**config.mk**
```make
export PLATFORM = sky130hd
export DESIGN_NAME = three_axis_motion_hit_detector
export DESIGN_NICKNAME = d
export VERILOG_FILES = /design/src/mhd_pkg.sv /design/src/mhd_lane.sv /design/src/mhd_merge.sv /design/src/three_axis_motion_hit_detector.sv
export SDC_FILE = /design/constraint.sdc
export NUM_CORES = 2
export LEC_CHECK = 0
export BUFFER_PORTS_ARGS = -buffer_cell sky130_fd_sc_hd__buf_2
export CORE_AREA = 2 2 448 450
export CTS_BUF_LIST = sky130_fd_sc_hd__clkbuf_8
export CTS_CLUSTER_DIAMETER = 100
export DETAILED_ROUTE_END_ITERATION = 12
export DIE_AREA = 0 0 450 452
export HOLD_SLACK_MARGIN = 0.06
export SYNTH_ARGS = -nofsm -noshare
export SYNTH_HDL_FRONTEND = slang
export SYNTH_SLANG_ARGS = --single-unit
export TNS_END_PERCENT = 10
```
**constraint.sdc**
```tcl
create_clock -name clk_i -period 14.41 [get_ports clk_i]
set_clock_uncertainty 0.2 [all_clocks]
set_input_delay 4.323 -clock clk_i [delete_from_list [all_inputs] [get_ports clk_i]]
set_output_delay 4.323 -clock clk_i [all_outputs]
set_load 0.01 [all_outputs]
```
**src/mhd_pkg.sv**
```systemverilog
// Shared types and constants for the three-axis motion hit detector.
package mhd_pkg;

  localparam int unsigned SampleW   = 16;
  localparam int unsigned AvgW      = 32;
  localparam int unsigned ThrW      = 16;
  localparam int unsigned WeightW   = 17;
  localparam int unsigned LockW     = 8;
  localparam int unsigned CfgIdxW   = 2;
  localparam int unsigned CfgDataW  = 17;

  localparam logic [ThrW-1:0]    ThrReset    = ThrW'(3500);
  localparam logic [WeightW-1:0] WeightReset = WeightW'(65470);
  localparam logic [WeightW-1:0] WeightOne   = WeightW'(65536);
  localparam logic [LockW-1:0]   LockReset   = LockW'(20);

  // Register indexes of the configuration port
  typedef enum logic [CfgIdxW-1:0] {
    RegThreshold = 2'd0,
    RegWeight    = 2'd1,
    RegLockout   = 2'd2
  } cfg_reg_e;

  // Settings that every lane reads
  typedef struct packed {
    logic [ThrW-1:0]    threshold;
    logic [WeightW-1:0] weight;     // already saturated to 1.0
    logic [LockW-1:0]   lockout;
  } lane_cfg_t;

  // One result beat
  typedef struct packed {
    logic hit_z;
    logic hit_y;
    logic hit_x;
  } hits_t;

endpackage

```
**src/mhd_lane.sv**
```systemverilog
// One axis: running average, deviation check and lockout counter.
module mhd_lane (
  input  logic                                 clk_i,
  input  logic                                 rst_ni,
  input  logic                                 accept_i,
  input  logic                                 first_i,
  input  logic signed [mhd_pkg::SampleW-1:0]   sample_i,
  input  mhd_pkg::lane_cfg_t                   cfg_i,
  output logic                                 hit_o
);

  logic signed [mhd_pkg::AvgW-1:0] avg_q, avg_d;
  logic [mhd_pkg::LockW-1:0]       cnt_q, cnt_d;

  logic signed [mhd_pkg::AvgW-1:0] sample_q16;
  logic signed [mhd_pkg::AvgW:0]   diff;
  logic [mhd_pkg::AvgW:0]          mag;
  logic [mhd_pkg::AvgW:0]          thr_q16;
  logic signed [mhd_pkg::WeightW:0] weight_s;
  logic signed [50:0]              prod;
  logic signed [50:0]              rnd;
  logic                            exceed;

  // Deviation of the sample from the average, in Q16.16
  assign sample_q16 = {sample_i, 16'h0000};
  assign diff       = {sample_q16[mhd_pkg::AvgW-1], sample_q16} - {avg_q[mhd_pkg::AvgW-1], avg_q};
  assign mag        = diff[mhd_pkg::AvgW] ? (mhd_pkg::AvgW+1)'(-diff) : (mhd_pkg::AvgW+1)'(diff);
  assign thr_q16    = {1'b0, cfg_i.threshold, 16'h0000};
  assign exceed     = mag > thr_q16;

  // Blend: avg + round(w * diff / 2^16)
  assign weight_s = {1'b0, cfg_i.weight};
  assign prod     = diff * weight_s;
  assign rnd      = prod + 51'sd32768;

  // Report a hit only when the axis is free
  assign hit_o = (cnt_q == '0) && exceed;

  always_comb begin
    cnt_d = cnt_q;
    avg_d = avg_q;
    if (accept_i) begin
      if (cnt_q != '0) begin
        cnt_d = cnt_q - mhd_pkg::LockW'(1);
      end else if (exceed) begin
        cnt_d = cfg_i.lockout;
      end
      if (first_i) begin
        avg_d = sample_q16;
      end else begin
        avg_d = rnd[47:16] + avg_q;
      end
    end
  end

  always_ff @(posedge clk_i or negedge rst_ni) begin
    if (!rst_ni) begin
      avg_q <= '0;
      cnt_q <= '0;
    end else begin
      avg_q <= avg_d;
      cnt_q <= cnt_d;
    end
  end

endmodule

```
**src/mhd_merge.sv**
```systemverilog
// Merges the lane hits into one result beat behind an output register and skid stage.
module mhd_merge (
  input  logic               clk_i,
  input  logic               rst_ni,
  input  logic               accept_i,
  input  logic               hit_x_i,
  input  logic               hit_y_i,
  input  logic               hit_z_i,
  output logic               in_ready_o,
  output logic               out_valid_o,
  input  logic               out_ready_i,
  output mhd_pkg::hits_t     hits_o
);

  mhd_pkg::hits_t new_hits;
  mhd_pkg::hits_t out_q, out_d, skid_q, skid_d;
  logic           out_vld_q, out_vld_d, skid_vld_q, skid_vld_d;
  logic           pop;

  // Combine the lanes
  assign new_hits = '{hit_z: hit_z_i, hit_y: hit_y_i, hit_x: hit_x_i};

  assign pop        = out_vld_q && out_ready_i;
  assign in_ready_o = !skid_vld_q;

  // Advance the output stage, park in the skid stage when stalled
  always_comb begin
    out_d      = out_q;
    out_vld_d  = out_vld_q;
    skid_d     = skid_q;
    skid_vld_d = skid_vld_q;
    if (pop) begin
      out_vld_d = 1'b0;
      if (skid_vld_q) begin
        out_d      = skid_q;
        out_vld_d  = 1'b1;
        skid_vld_d = 1'b0;
      end
    end
    if (accept_i) begin
      if (!out_vld_d) begin
        out_d     = new_hits;
        out_vld_d = 1'b1;
      end else begin
        skid_d     = new_hits;
        skid_vld_d = 1'b1;
      end
    end
  end

  always_ff @(posedge clk_i or negedge rst_ni) begin
    if (!rst_ni) begin
      out_vld_q  <= 1'b0;
      skid_vld_q <= 1'b0;
    end else begin
      out_vld_q  <= out_vld_d;
      skid_vld_q <= skid_vld_d;
    end
  end

  always_ff @(posedge clk_i) begin
    out_q  <= out_d;
    skid_q <= skid_d;
  end

  assign out_valid_o = out_vld_q;
  assign hits_o      = out_q;

endmodule

```
**src/three_axis_motion_hit_detector.sv**
```systemverilog
// Top level: configuration registers, three axis lanes and the result merge.
// Each result beat is held in the output register, or in the skid stage while the output is stalled.
// Throughput: one sample beat per cycle while input ready is high; each lane's average update and
//   deviation check finish in the accepting cycle.
// Input ready drops only when both the output register and the skid stage hold beats.
// Reset clears averages, lockout counters and the first-sample flag, and loads
//   threshold 3500, weight 65470 and lockout 20.
module three_axis_motion_hit_detector (
  input  logic                                clk_i,
  input  logic                                rst_ni,
  // configuration writes
  input  logic                                cfg_valid_i,
  output logic                                cfg_ready_o,
  input  logic [mhd_pkg::CfgIdxW-1:0]         cfg_index_i,
  input  logic [mhd_pkg::CfgDataW-1:0]        cfg_data_i,
  // sample beats
  input  logic                                in_valid_i,
  output logic                                in_ready_o,
  input  logic signed [mhd_pkg::SampleW-1:0]  accel_x_i,
  input  logic signed [mhd_pkg::SampleW-1:0]  accel_y_i,
  input  logic signed [mhd_pkg::SampleW-1:0]  accel_z_i,
  // result beats
  output logic                                out_valid_o,
  input  logic                                out_ready_i,
  output logic                                hit_x_o,
  output logic                                hit_y_o,
  output logic                                hit_z_o
);

  logic [mhd_pkg::ThrW-1:0]    thr_q;
  logic [mhd_pkg::WeightW-1:0] weight_q;
  logic [mhd_pkg::LockW-1:0]   lock_q;
  logic                        seen_q;
  logic                        accept;
  logic                        hit_x, hit_y, hit_z;
  mhd_pkg::lane_cfg_t          lane_cfg;
  mhd_pkg::hits_t              hits;

  assign cfg_ready_o = 1'b1;
  assign accept      = in_valid_i && in_ready_o;

  // Register writes
  always_ff @(posedge clk_i or negedge rst_ni) begin
    if (!rst_ni) begin
      thr_q    <= mhd_pkg::ThrReset;
      weight_q <= mhd_pkg::WeightReset;
      lock_q   <= mhd_pkg::LockReset;
    end else if (cfg_valid_i) begin
      unique case (cfg_index_i)
        mhd_pkg::RegThreshold: thr_q    <= cfg_data_i[mhd_pkg::ThrW-1:0];
        mhd_pkg::RegWeight:    weight_q <= cfg_data_i[mhd_pkg::WeightW-1:0];
        mhd_pkg::RegLockout:   lock_q   <= cfg_data_i[mhd_pkg::LockW-1:0];
        default: ;
      endcase
    end
  end

  // Mark the first sample as taken
  always_ff @(posedge clk_i or negedge rst_ni) begin
    if (!rst_ni) begin
      seen_q <= 1'b0;
    end else if (accept) begin
      seen_q <= 1'b1;
    end
  end

  // Saturate the weight to 1.0
  assign lane_cfg.threshold = thr_q;
  assign lane_cfg.weight    = (weight_q > mhd_pkg::WeightOne) ? mhd_pkg::WeightOne : weight_q;
  assign lane_cfg.lockout   = lock_q;

  mhd_lane u_lane_x (
    .clk_i    (clk_i),
    .rst_ni   (rst_ni),
    .accept_i (accept),
    .first_i  (!seen_q),
    .sample_i (accel_x_i),
    .cfg_i    (lane_cfg),
    .hit_o    (hit_x)
  );

  mhd_lane u_lane_y (
    .clk_i    (clk_i),
    .rst_ni   (rst_ni),
    .accept_i (accept),
    .first_i  (!seen_q),
    .sample_i (accel_y_i),
    .cfg_i    (lane_cfg),
    .hit_o    (hit_y)
  );

  mhd_lane u_lane_z (
    .clk_i    (clk_i),
    .rst_ni   (rst_ni),
    .accept_i (accept),
    .first_i  (!seen_q),
    .sample_i (accel_z_i),
    .cfg_i    (lane_cfg),
    .hit_o    (hit_z)
  );

  mhd_merge u_merge (
    .clk_i       (clk_i),
    .rst_ni      (rst_ni),
    .accept_i    (accept),
    .hit_x_i     (hit_x),
    .hit_y_i     (hit_y),
    .hit_z_i     (hit_z),
    .in_ready_o  (in_ready_o),
    .out_valid_o (out_valid_o),
    .out_ready_i (out_ready_i),
    .hits_o      (hits)
  );

  assign hit_x_o = hits.hit_x;
  assign hit_y_o = hits.hit_y;
  assign hit_z_o = hits.hit_z;

endmodule
```
==> out/metrics.yaml <==
dieArea_mm2: 0.203
end_kind: "register"
crit_slowest_cell: "or4_4"
clock.fmax_mhz: 71.7
grt_pass1_vias: 63700
worstMarginPinSlew_ps: 1360
synthCells: 8604
vias_per_cell: 5.22
final_area_mm2: 0.0798
synth_area_leaders: "fa_1 42%, ha_1 11%, inv_1 9.4%"
clk_latency_ps: 720
path_clk_slew_ps: 150
postSynthAreaPerCell_um2: 8.51
grt_overflow: 0
numCtsBuffers: 17
reg2reg_to: "u_lane_y.avg_q[30]$_DFFE_PN0P_"
cts_sinks: 170
finalSetupTns_ps: 0
min_period_ps: 13940
drtIter0Drc: 4534
place_area_mm2: 0.0793
drtAntennaViolNets: 0
synth_flop_cell: "dfrtp_1"
fill_cells: 20200
cpLargestDelayFamily: "adder cells"
dr.pass1.iters: 6
fp.dieH_um: 452
area_growth_pct: 9.01
synth_seq_cells: 170
portBuffers: 76
hp-start: "u_lane_y.avg_q[22]$_DFFE_PN0P_"
synth_cell_types: 100
yosysSeqAreaShare_pct: 5.85
grt_pass1_wl_um: 369000
cp-start-kind: "input pin"
postCtsSetupBuffers: 0
synth_edf_count: 3
synth_top_area_share_pct: 42.3
critical_path.most_common_cell: "fa_1"
vias: 59800
rr_worst_depth: 43
synth_common_cells: "1830 x inv_1, 1548 x fa_1, 1190 x nor2_1"
num_rows: 164
slew_headroom_pct: 8.14
place.gp.congestion: 0.931
grt_antenna_before_repair: 6
async_flop_share_pct: 96.5
r2r-start: "weight_q[16]$_DFFE_PN0P_"
rsz0062_at_grt: "false"
nets: 11000
required_ps: 14870
critPathBufInv: 8
max_stage_delay_ps: 620
drt_wl_total_um: 235000
cts_tree: "yes"
synth_largest_area_cell: "fa_1"
grt_use_total_pct: 23.5
synth_fp_nets: 10900
yosysMostFrequentCell: "inv_1"
cts.path.max_buffers: 2
syn_area_mm2: 0.0732
min_path_cells: 2
htreeDepth: 4
hold-worst-slack_ps: 331
cts-root-buf: "clkbuf_8"
grt_max_degree: 61
io_pins: 78
dp.cells: 11400
crit_arrival_ps: 14400
drive_gt1_share_pct: 8.37
drv_cap: 0
core_mm2: 0.199
final-setup-viol-count: 0
fp.dieW_um: 450
rrSetupSlack_ps: 1630
path_class: "in2reg"
synth_warnings: 0
slew_violations: 0
wire_per_inst_um: 20.5
hold_end: "u_lane_y.avg_q[22]$_DFFE_PN0P_"
min_path_type: "reg2reg"
post-route-period-util_pct: 96.8
drc: 0
status: "completed"
hold_violations: 0
initial_core_util_pct: 36.9
instances_no_fill: 11500
hpwl_um: 191000
critPathMaxFanout: 3
[stage by stage]
stage                     util, %  setup WS (ps)
after detailed placement     39.9           -746
after global placement       39.9           -629
final                        40.2            468
after global routing         40.2           11.5
after floorplan                 -           1.96
after CTS                    40.1           22.8
[what timing repair did]
item                       in CTS  in global routing
hold endpoints to repair        0                  0
gates resized for setup         0                 16
setup endpoints to repair       0                  6
hold buffers                    0                  0
[logic make-up (layout without fill, tap and decap cells)]
kind of cell / Yosys count / after routing / share of synthesized area [%]
and+or+nand+nor: 2620 / 2620 / 15.4
buffers and inverters: 2218 / 2417 / 11.4
adders and majority gates: 2185 / 2185 / 53.2
AOI/OAI and AO/OA: 924 / 924 / 8.06
xor gates and xnor gates: 415 / 415 / 5.04
DFF: 170 / 170 / 5.85
muxes: 71 / 71 / 1.02
other: 1 / 5 / 0.00512
[worst max path at each step]
stage / from / endpoint / slack, ps / depth (start not counted)
global placement: accel_x_i[6] / u_lane_x.avg_q[31]$_DFFE_PN0P_ / -630 / 44
CTS: accel_x_i[6] / u_lane_x.avg_q[31]$_DFFE_PN0P_ / 20 / 44
detailed placement: accel_x_i[6] / u_lane_x.avg_q[31]$_DFFE_PN0P_ / -750 / 44
global route: accel_x_i[4] / u_lane_x.avg_q[31]$_DFFE_PN0P_ / 10 / 44
floorplan: accel_x_i[1] / u_lane_x.avg_q[31]$_DFFE_PN0P_ / 2 / 42
finish: accel_x_i[6] / u_lane_x.avg_q[31]$_DFFE_PN0P_ / 470 / 43
[cell type report]
| class | instances | area, µm² | share of cell area [%] |
|---|---|---|---|
| Tap cell | 2656 | 3320 | 4.16 |
| Clock inverter | 15 | 170 | 0.213 |
| Antenna cell | 4 | 10.0 | 0.0125 |
| Clock buffer | 17 | 234 | 0.293 |
| Timing Repair Buffer | 554 | 4030 | 5.05 |
| Multi-Input combinational cell | 6216 | 60900 | 76.3 |
| Sequential cell | 170 | 4290 | 5.37 |
| Inverter | 1831 | 6880 | 8.61 |
[routing by layer]
| metal | share of wire, % | GRT usage (%) |
|---|---|---|
| met5 | 0.0060 | 0 |
| met3 | 7.6 | 4.02 |
| met1 | 41 | 30.1 |
| met2 | 47 | 38.7 |
| met4 | 5.1 | 10.9 |
[placed cells by master, fill, tap and decap left out, drive strengths merged, types with 47 or more instances in the layout]
cell type,instances
a21o,97
nand2b,53
a21oi,232
inv,1840
buf,553
xor2,126
nor2,1191
o21ai,243
nand3,85
nand2,827
ha,637
and2,47
fa,1548
nor3,98
dfrtp,141
o21a,61
nor2b,52
xnor2,288
[worst reg2reg max path, delay by kind of cell, from the launching register on]
kind	cells	cell delay, ps
adder cells (fa/ha/maj)	8	2950
AO/OA/AOI/OAI	16	5360
buffers and inverters	9	1670
flip-flops	1	370
AND/OR/NAND/NOR	9	1930
XOR/XNOR	1	180
[registers in the layout, summed over array words and instances (netlist names)]
signal,flops
u_lane_x.cnt_q,8
u_merge.hits_o,3
u_lane_z.avg_q,32
u_lane_z.cnt_q,8
u_merge.skid_q,3
lock_q,8
u_lane_x.avg_q,32
thr_q,16
u_merge.out_valid_o,1
u_lane_y.avg_q,32
u_lane_y.cnt_q,8
weight_q,17
seen_q,1
u_merge.skid_vld_q,1
Power is not shown: default switching activity piles up to over one toggle a cycle in this logic, so the estimate is an artifact.
